[src/rtl/amst_pkg.sv]
`default_nettype none

package amst_pkg;

  localparam int unsigned WordW  = 16;
  localparam int unsigned CntAbsW = 14;
  localparam int unsigned MgW    = 12;
  localparam int unsigned MagW   = 12;
  localparam int unsigned CountW = 32;
  localparam int unsigned QuoW   = 11;
  localparam int unsigned ProdW  = 21;
  localparam int unsigned SqW    = 2 * QuoW;
  localparam int unsigned SumW   = 24;
  localparam int unsigned RemW   = 15;
  localparam int unsigned ShW    = MagW + 2;
  localparam int unsigned StepW  = 4;

  localparam int unsigned DivSteps  = QuoW;
  localparam int unsigned MulSteps  = QuoW + 1;
  localparam int unsigned SumSteps  = 2;
  localparam int unsigned SqrtSteps = SumW / 2;

  localparam logic [ProdW-1:0] MgScale  = ProdW'(244);
  localparam logic [ProdW-1:0] DivCmp   = ProdW'(1000 * 1024);
  localparam logic [MagW-1:0]  MagStart = MagW'(1000);
  localparam logic [MagW-1:0]  MagMax   = MagW'(3461);

  typedef struct packed {
    logic [WordW-1:0] x_word;
    logic [WordW-1:0] y_word;
    logic [WordW-1:0] z_word;
    logic             read_failed;
  } in_t;

  typedef struct packed {
    logic signed [MgW-1:0] x_milli_g;
    logic signed [MgW-1:0] y_milli_g;
    logic signed [MgW-1:0] z_milli_g;
    logic [MagW-1:0]       magnitude_milli_g;
    logic [MagW-1:0]       shock_level;
    logic [CountW-1:0]     sample_count;
    logic [CountW-1:0]     error_count;
  } out_t;

  typedef enum logic [5:0] {
    ST_IDLE = 6'b000001,
    ST_DIV  = 6'b000010,
    ST_MUL  = 6'b000100,
    ST_SUM  = 6'b001000,
    ST_SQRT = 6'b010000,
    ST_DONE = 6'b100000
  } state_e;

  typedef struct packed {
    logic load;
    logic div_step;
    logic mul_load;
    logic mul_step;
  } lane_ctrl_t;

endpackage

`default_nettype wire

[src/rtl/accel_magnitude_shock_tracker_unit.sv]
// Channel | Direction | Handshake                  | Payload
// in      | input     | in_valid_i / in_stall_o    | in_item_i  (in_t)
// out     | output    | out_valid_o / out_stall_i  | out_item_o (out_t)
//
// A good item passes from acceptance through bit-serial division by 1000, shift-add
// squaring, summing and the bit-pair square root to a registered result, then a state
// update. A failed read goes straight to that update.
// The input stalls until that update, so an item is finished before the next one is
// accepted; a stalled result holds the update back.
// Reset clears control state, held results and counters; prior magnitude starts at 1000.
// One item is in work at a time; a finished result waits in the output register
// while the next item is accepted.
`default_nettype none

module accel_magnitude_shock_tracker_unit import amst_pkg::*; (
  input  logic clk_i,
  input  logic rst_ni,
  input  logic in_valid_i,
  output logic in_stall_o,
  input  in_t  in_item_i,
  output logic out_valid_o,
  input  logic out_stall_i,
  output out_t out_item_o
);

  state_e            state_q, state_d;
  logic [StepW-1:0]  cnt_q,   cnt_d;
  logic              fail_q,  fail_d;
  lane_ctrl_t        ctrl;
  logic              in_fire;
  logic              out_free;
  logic              done_fire;

  logic signed [MgW-1:0] mg_x, mg_y, mg_z;
  logic [SqW-1:0]        sq_x, sq_y, sq_z;

  logic [SumW-1:0]   sum_q,  sum_d;
  logic [RemW-1:0]   rem_q,  rem_d;
  logic [MagW-1:0]   root_q, root_d;
  logic [RemW-1:0]   rem_sh;
  logic [RemW-1:0]   trial;

  logic [MagW-1:0]   mag_new;
  logic [MagW-1:0]   delta;
  logic [ShW-1:0]    sh_sum;

  logic signed [MgW-1:0] held_x_q, held_y_q, held_z_q;
  logic signed [MgW-1:0] held_x_d, held_y_d, held_z_d;
  logic [MagW-1:0]   held_mag_q, held_mag_d;
  logic [MagW-1:0]   prior_q,    prior_d;
  logic [MagW-1:0]   shock_q,    shock_d;
  logic [CountW-1:0] good_q,     good_d;
  logic [CountW-1:0] failed_q,   failed_d;

  logic              out_valid_q, out_valid_d;
  out_t              out_q,       out_d;

  assign in_stall_o = (state_q != ST_IDLE);
  assign in_fire    = in_valid_i && !in_stall_o;
  assign out_free   = !out_valid_q || !out_stall_i;

  amst_axis_lane u_lane_x (
    .clk_i     (clk_i),
    .rst_ni    (rst_ni),
    .ctrl_i    (ctrl),
    .word_i    (in_item_i.x_word),
    .milli_g_o (mg_x),
    .square_o  (sq_x)
  );

  amst_axis_lane u_lane_y (
    .clk_i     (clk_i),
    .rst_ni    (rst_ni),
    .ctrl_i    (ctrl),
    .word_i    (in_item_i.y_word),
    .milli_g_o (mg_y),
    .square_o  (sq_y)
  );

  amst_axis_lane u_lane_z (
    .clk_i     (clk_i),
    .rst_ni    (rst_ni),
    .ctrl_i    (ctrl),
    .word_i    (in_item_i.z_word),
    .milli_g_o (mg_z),
    .square_o  (sq_z)
  );

  always_comb begin
    state_d   = state_q;
    cnt_d     = cnt_q;
    fail_d    = fail_q;
    ctrl      = '0;
    done_fire = 1'b0;
    case (state_q)
      ST_IDLE: begin
        if (in_fire) begin
          fail_d = in_item_i.read_failed;
          cnt_d  = '0;
          if (in_item_i.read_failed) begin
            state_d = ST_DONE;
          end else begin
            ctrl.load = 1'b1;
            state_d   = ST_DIV;
          end
        end
      end
      ST_DIV: begin
        ctrl.div_step = 1'b1;
        cnt_d         = cnt_q + StepW'(1);
        if (cnt_q == StepW'(DivSteps - 1)) begin
          cnt_d   = '0;
          state_d = ST_MUL;
        end
      end
      ST_MUL: begin
        if (cnt_q == '0) begin
          ctrl.mul_load = 1'b1;
        end else begin
          ctrl.mul_step = 1'b1;
        end
        cnt_d = cnt_q + StepW'(1);
        if (cnt_q == StepW'(MulSteps - 1)) begin
          cnt_d   = '0;
          state_d = ST_SUM;
        end
      end
      ST_SUM: begin
        cnt_d = cnt_q + StepW'(1);
        if (cnt_q == StepW'(SumSteps - 1)) begin
          cnt_d   = '0;
          state_d = ST_SQRT;
        end
      end
      ST_SQRT: begin
        cnt_d = cnt_q + StepW'(1);
        if (cnt_q == StepW'(SqrtSteps - 1)) begin
          cnt_d   = '0;
          state_d = ST_DONE;
        end
      end
      ST_DONE: begin
        if (out_free) begin
          done_fire = 1'b1;
          state_d   = ST_IDLE;
        end
      end
      default: begin
        state_d = ST_IDLE;
      end
    endcase
  end

  always_comb begin
    sum_d  = sum_q;
    rem_d  = rem_q;
    root_d = root_q;
    rem_sh = {rem_q[RemW-3:0], sum_q[SumW-1 -: 2]};
    trial  = RemW'({root_q, 2'b01});
    if (state_q == ST_SUM) begin
      if (cnt_q == '0) begin
        sum_d = SumW'(sq_x) + SumW'(sq_y);
      end else begin
        sum_d  = sum_q + SumW'(sq_z);
        rem_d  = '0;
        root_d = '0;
      end
    end else if (state_q == ST_SQRT) begin
      sum_d = sum_q << 2;
      if (rem_sh >= trial) begin
        rem_d  = rem_sh - trial;
        root_d = {root_q[MagW-2:0], 1'b1};
      end else begin
        rem_d  = rem_sh;
        root_d = {root_q[MagW-2:0], 1'b0};
      end
    end
  end

  always_comb begin
    mag_new = root_q + MagW'(rem_q > RemW'(root_q));
    delta   = (mag_new >= prior_q) ? (mag_new - prior_q) : (prior_q - mag_new);
    sh_sum  = ShW'({shock_q, 1'b0}) + ShW'(shock_q) + ShW'(delta);

    held_x_d   = held_x_q;
    held_y_d   = held_y_q;
    held_z_d   = held_z_q;
    held_mag_d = held_mag_q;
    prior_d    = prior_q;
    shock_d    = shock_q;
    good_d     = good_q;
    failed_d   = failed_q;

    if (done_fire) begin
      if (fail_q) begin
        failed_d = failed_q + CountW'(1);
      end else begin
        held_x_d   = mg_x;
        held_y_d   = mg_y;
        held_z_d   = mg_z;
        held_mag_d = mag_new;
        prior_d    = mag_new;
        shock_d    = sh_sum[ShW-1:2];
        good_d     = good_q + CountW'(1);
      end
    end

    out_d                   = out_q;
    out_d.x_milli_g         = held_x_d;
    out_d.y_milli_g         = held_y_d;
    out_d.z_milli_g         = held_z_d;
    out_d.magnitude_milli_g = held_mag_d;
    out_d.shock_level       = shock_d;
    out_d.sample_count      = good_d;
    out_d.error_count       = failed_d;
    if (!done_fire) begin
      out_d = out_q;
    end

    out_valid_d = out_valid_q;
    if (done_fire) begin
      out_valid_d = 1'b1;
    end else if (!out_stall_i) begin
      out_valid_d = 1'b0;
    end
  end

  always_ff @(posedge clk_i or negedge rst_ni) begin
    if (!rst_ni) begin
      state_q     <= ST_IDLE;
      cnt_q       <= '0;
      fail_q      <= 1'b0;
      held_x_q    <= '0;
      held_y_q    <= '0;
      held_z_q    <= '0;
      held_mag_q  <= '0;
      prior_q     <= MagStart;
      shock_q     <= '0;
      good_q      <= '0;
      failed_q    <= '0;
      out_valid_q <= 1'b0;
    end else begin
      state_q     <= state_d;
      cnt_q       <= cnt_d;
      fail_q      <= fail_d;
      held_x_q    <= held_x_d;
      held_y_q    <= held_y_d;
      held_z_q    <= held_z_d;
      held_mag_q  <= held_mag_d;
      prior_q     <= prior_d;
      shock_q     <= shock_d;
      good_q      <= good_d;
      failed_q    <= failed_d;
      out_valid_q <= out_valid_d;
    end
  end

  always_ff @(posedge clk_i) begin
    sum_q  <= sum_d;
    rem_q  <= rem_d;
    root_q <= root_d;
    out_q  <= out_d;
  end

  assign out_valid_o = out_valid_q;
  assign out_item_o  = out_q;

  a_rise_after_done: assert property (@(posedge clk_i) disable iff (!rst_ni)
    $rose(out_valid_o) |-> $past(state_q == ST_DONE))
    else $error("result appeared without a finished item");

  a_mag_range: assert property (@(posedge clk_i) disable iff (!rst_ni)
    out_valid_o |-> (out_item_o.magnitude_milli_g <= MagMax))
    else $error("magnitude out of range");

  a_fail_count: assert property (@(posedge clk_i) disable iff (!rst_ni)
    (done_fire && fail_q) |=> (failed_q == $past(failed_q) + CountW'(1)) &&
                              (good_q == $past(good_q)))
    else $error("failed read did not count correctly");

  a_busy_stall: assert property (@(posedge clk_i) disable iff (!rst_ni)
    (in_fire && !in_item_i.read_failed) |=> (state_q == ST_DIV) && in_stall_o)
    else $error("good item did not start division");

endmodule

`default_nettype wire

[src/rtl/amst_axis_lane.sv]
`default_nettype none

module amst_axis_lane import amst_pkg::*; (
  input  logic                  clk_i,
  input  logic                  rst_ni,
  input  lane_ctrl_t            ctrl_i,
  input  logic [WordW-1:0]      word_i,
  output logic signed [MgW-1:0] milli_g_o,
  output logic [SqW-1:0]        square_o
);

  logic [CntAbsW-1:0] count_abs;
  logic [ProdW-1:0]   prod;
  logic               div_ge;

  logic               neg_q,  neg_d;
  logic [ProdW-1:0]   rem_q,  rem_d;
  logic [QuoW-1:0]    quo_q,  quo_d;
  logic [QuoW-1:0]    mplr_q, mplr_d;
  logic [SqW-1:0]     acc_q,  acc_d;
  logic               busy_q, busy_d;

  always_comb begin
    count_abs = word_i[WordW-1] ? CntAbsW'(-word_i[WordW-1:2]) : word_i[WordW-1:2];
    prod      = ProdW'(count_abs) * MgScale;
    div_ge    = rem_q >= DivCmp;

    neg_d  = neg_q;
    rem_d  = rem_q;
    quo_d  = quo_q;
    mplr_d = mplr_q;
    acc_d  = acc_q;
    busy_d = busy_q;

    if (ctrl_i.load) begin
      neg_d  = word_i[WordW-1];
      rem_d  = prod;
      quo_d  = '0;
      busy_d = 1'b1;
    end else if (ctrl_i.div_step) begin
      rem_d = div_ge ? ((rem_q - DivCmp) << 1) : (rem_q << 1);
      quo_d = {quo_q[QuoW-2:0], div_ge};
    end else if (ctrl_i.mul_load) begin
      mplr_d = quo_q;
      acc_d  = '0;
      busy_d = 1'b0;
    end else if (ctrl_i.mul_step) begin
      acc_d  = (acc_q << 1) + (mplr_q[QuoW-1] ? SqW'(quo_q) : SqW'(0));
      mplr_d = mplr_q << 1;
    end
  end

  always_ff @(posedge clk_i or negedge rst_ni) begin
    if (!rst_ni) begin
      busy_q <= 1'b0;
    end else begin
      busy_q <= busy_d;
    end
  end

  always_ff @(posedge clk_i) begin
    neg_q  <= neg_d;
    rem_q  <= rem_d;
    quo_q  <= quo_d;
    mplr_q <= mplr_d;
    acc_q  <= acc_d;
  end

  assign milli_g_o = neg_q ? -$signed({1'b0, quo_q}) : $signed({1'b0, quo_q});
  assign square_o  = busy_q ? '0 : acc_q;

endmodule

`default_nettype wire
[config.mk]
export PLATFORM = sky130hd
export DESIGN_NAME = accel_magnitude_shock_tracker_unit
export DESIGN_NICKNAME = d
export VERILOG_FILES = /design/src/rtl/amst_pkg.sv /design/src/rtl/accel_magnitude_shock_tracker_unit.sv /design/src/rtl/amst_axis_lane.sv
export SDC_FILE = /design/constraint.sdc
export NUM_CORES = 1
export LEC_CHECK = 0
export BUFFER_PORTS_ARGS = -buffer_cell sky130_fd_sc_hd__buf_2
export CORE_MARGIN = 2
export CORE_UTILIZATION = 55
export DETAILED_ROUTE_END_ITERATION = 7
export PLACE_DENSITY = 0.73
export SYNTH_ARGS = -nofsm -noshare
export SYNTH_HDL_FRONTEND = slang
export SYNTH_SLANG_ARGS = --single-unit
[constraint.sdc]
create_clock -name clk_i -period 8.1 [get_ports clk_i]
set_clock_uncertainty 0.15 [all_clocks]
set_input_delay 1.215 -clock clk_i [delete_from_list [all_inputs] [get_ports clk_i]]
set_output_delay 1.215 -clock clk_i [all_outputs]
set_load 0.05 [all_outputs]
==> metrics <==
Final nets 3,867; leakage power total 15.9 nW; portion of the post-synthesis area used by sequential elements 43.4%; met2 routed WL 33,700 um; ratio of cells with drive above 1 in the final layout 9.47%; type of the tightest min-delay check reg2reg; setup-violating endpoint count in the final report 0; number of buffers inserted by port buffering 172; total power density per cell area 318 mW/mm^2; initial standard-cell utilization of the core 55.4%; via total after detailed routing 23.4k; number of different library cells in the post-synthesis netlist 87; insertion delay of the later-clocked pin in the worst-skew pair 0.63 ns; netlist area before placement 0.0332 mm^2; number of register bits inferred by synthesis 516; total design power 11.7 mW; worst rel slew slack 23.7%; class of the most critical setup path reg2reg; VDD IR-drop max 0.240 mV; master cell of the clock root buffer clkbuf_16; sum of met3 wire segment lengths after detailed routing 2260 um; number of buffers created by CTS 53; vias in the first global route 23.2k; uppermost signal routing layer after detailed routing met4; endpoint type of the worst setup path register; routed wire length 67,200 um; syn_nets 3,713; full die area 0.0624 mm^2; IO Count 179; std cell rows 90; H-tree depth 2; fmax 136 MHz; number of nets still failing antenna checks after routing 0; CTS Buffer Depth 3; post-detailed-route DRC marker count 0; worst hold slack after final layout 0.315 ns; number of maximum-capacitance violations 0; clock-pin transition on the worst setup and hold timing paths 0.06 ns; Detailed Place HPWL 48,600 um; number of max-slew violations in the final report 0; instance count of the mapped netlist 3,285; synthesized area per cell 10.1 um^2; Async SR Flop Fraction 28.9%; CTS tree yes; Post-CTS Setup Bufs 0; slew at the pin closest to its max-slew limit 1.14 ns; combined global-route utilization of all metal layers 21.8%; starting DRC count in detailed routing 1,510; grt total ovfl 0; setup repair after global routing missed its margin no; peak fanout along the critical path 12; required arrival time at the worst endpoint 8.30 ns; Routed wire per std cell 15.8 um; Post-synth EDFFs 334; die boundary height 250 um; slowest cell delay on critical path 0.49 ns; fill count 4,973; Yosys warning count 0; Die W 250 um; share of the cycle needed by the critical path after routing 90.7%; sink count of the clock tree 516; Setup crit start kind register; antenna violations before repair 0; crit path time final 7.35 ns; area overhead of the layout relative to synthesis 10.3%; CP max-delay cell fa_1; most frequently used flop master after synthesis edfxtp_1; outcome finished, final reports clean; WL met1 30,000 um; Arrival @ worst endpoint 7.55 ns; maximum number of pins on one net before global-route repair 85; first-pass GRT wire length 113,000 um; RePlAce Congestion 0.864; ratio of routed vias to standard cells 5.48; first-pass iteration count of the detailed router 5; Final Hold Fails 0; CORE AREA 0.0600 mm^2; total negative slack for setup checks 0 ns
==> path summary, 6_finish.rpt <==
check / cells after the start / slack, ns / from / end
max: 34 / 0.75 / root_q[2] / out_item_o[74]
min: 1 / 0.31 / good_q[31] / good_q[31]
max reg2reg: 34 / 0.75 / root_q[2] / out_item_o[74]
min reg2reg: 1 / 0.31 / good_q[31] / good_q[31]
max in group asynchronous: 2 / 5.85 / rst_ni / held_x_q[5]
min in group asynchronous: 1 / 0.49 / rst_ni / held_mag_q[2]
==> state kept, by name (all words and copies together), names as in the netlist, 12 cells and up <==
signal          flops
out_item_o        124
failed_q           32
good_q             32
sum_q              24
u_lane_x.acc_q     22
u_lane_y.acc_q     22
u_lane_z.acc_q     22
u_lane_x.rem_q     19
u_lane_y.rem_q     19
u_lane_z.rem_q     19
rem_q              15
held_mag_q         12
held_x_q           12
held_y_q           12
held_z_q           12
prior_q            12
root_q             12
shock_q            12
==> layout by cell type, fill, tap and decap left out, types with 9 or more instances in the layout <==
cell type | Yosys | final
a211oi_1 | 24 | 24
nand4_1 | 21 | 21
clkbuf_1 | 69 | 16
mux2i_1 | 22 | 22
a21o_1 | 42 | 41
nor2_1 | 243 | 242
ha_1 | 248 | 248
fa_1 | 127 | 127
xnor2_1 | 197 | 197
nand3_1 | 67 | 67
buf_4 | 3 | 21
nand2b_1 | 29 | 29
and2_1 | 40 | 40
a211o_1 | 9 | 9
a21boi_0 | 12 | 12
nor2b_1 | 91 | 91
nor3_1 | 65 | 65
inv_1 | 263 | 260
a31oi_1 | 15 | 15
nand2_1 | 440 | 439
buf_2 | 7 | 171
o21ai_1 | 18 | 18
o41ai_1 | 9 | 9
and3_1 | 42 | 42
edfxtp_1 | 334 | 334
or2_2 | 11 | 12
dfxtp_1 | 33 | 33
a21oi_1 | 130 | 130
xor2_1 | 93 | 93
or3_1 | 22 | 22
clkbuf_16 | 0 | 54
o31ai_1 | 26 | 26
o21bai_1 | 13 | 13
dfrtp_1 | 142 | 141
o21a_1 | 19 | 19
or4_1 | 12 | 12
o21ai_0 | 208 | 208
==> metrics by stage <==
step                      utilization, %  setup WS [ns]  instance area [um^2]  instances
after floorplan                        -           1.39                 33200       3285
after global placement              58.1          0.793                 34900       4166
after detailed placement            58.1          0.700                 34900       4166
after CTS                           61.1          0.651                 36700       4266
after global routing                61.1          0.125                 36700       4266
final                               61.1          0.753                 36700       4267
==> logic make-up (layout without fill, tap and decap cells) <==
kind of cell,after synthesis,after routing,share of synthesized area (%)
mux,25,25,0.764
xor+xnor,290,290,7.64
other cells,0,1,0
simple gates,1132,1132,16.1
fa+ha+maj,375,375,17.0
flops,516,516,43.4
compound gates,590,590,11.0
buf+inv,357,556,4.14
==> where the power goes <==
part | internal, mW | switching (mW)
combinational | 2.34 | 3.27
clock | 1.44 | 1.06
sequential | 3.33 | 0.231
==> synthesized netlist by cell type (13+ instances only) <==
| cell | instances | area [um^2] |
|---|---|---|
| nand3_1 | 67 | 335 |
| xor2_1 | 93 | 815 |
| and3_1 | 42 | 263 |
| dfxtp_1 | 33 | 661 |
| nor2b_1 | 91 | 569 |
| o31ai_1 | 26 | 195 |
| nor2_1 | 243 | 912 |
| nand4_1 | 21 | 131 |
| fa_1 | 127 | 2540 |
| nor3_1 | 65 | 325 |
| edfxtp_1 | 334 | 10000 |
| o21a_1 | 19 | 143 |
| o21bai_1 | 13 | 97.6 |
| nand2_1 | 440 | 1650 |
| and2_1 | 40 | 250 |
| mux2i_1 | 22 | 220 |
| a21o_1 | 42 | 315 |
| dfrtp_1 | 142 | 3550 |
| nand2b_1 | 29 | 181 |
| a31oi_1 | 15 | 93.8 |
| o21ai_1 | 18 | 90.1 |
| xnor2_1 | 197 | 1730 |
| clkbuf_1 | 69 | 259 |
| or3_1 | 22 | 138 |
| o21ai_0 | 208 | 1040 |
| a21oi_1 | 130 | 651 |
| a211oi_1 | 24 | 180 |
| inv_1 | 263 | 987 |
| ha_1 | 248 | 3100 |
==> layer usage <==
| metal | global-route usage (%) | vias up |
|---|---|---|
| met2 | 38.5 | 400 |
| met4 | 5.82 | 0 |
| li1 | - | 11600 |
| met3 | 2.24 | 86 |
| met1 | 28.5 | 11200 |
| met5 | 0 | - |
==> final cells by class <==
class                           count  area (um^2)  area share [%]
Timing Repair Buffer              193         1020            2.79
Multi-Input combinational cell   2412        17400            47.6
Antenna cell                        1         2.50         0.00683
Clock buffer                       74         1470            4.00
Sequential cell                   516        14400            39.4
Tap cell                          782          978            2.67
Inverter                          263          992            2.71
Clock inverter                     26          323           0.880
==> repair_timing <==
item | in CTS | in global routing
resized for setup | 0 | 1
endpoints found under the setup margin | 0 | 1
hold buffers | 0 | 0
==> worst max-delay path: cells and delay by family (launching register included) <==
kind / cells / cell delay (ns)
AO/OA/AOI/OAI: 14 / 2.53
multiplexers: 1 / 0.28
buffers and inverters: 4 / 0.48
adder cells (fa/ha/maj): 6 / 2.01
XOR/XNOR: 3 / 0.53
flip-flops: 1 / 0.45
AND/OR/NAND/NOR: 6 / 0.67
No activity file was read; power rests on OpenSTA's default activity.
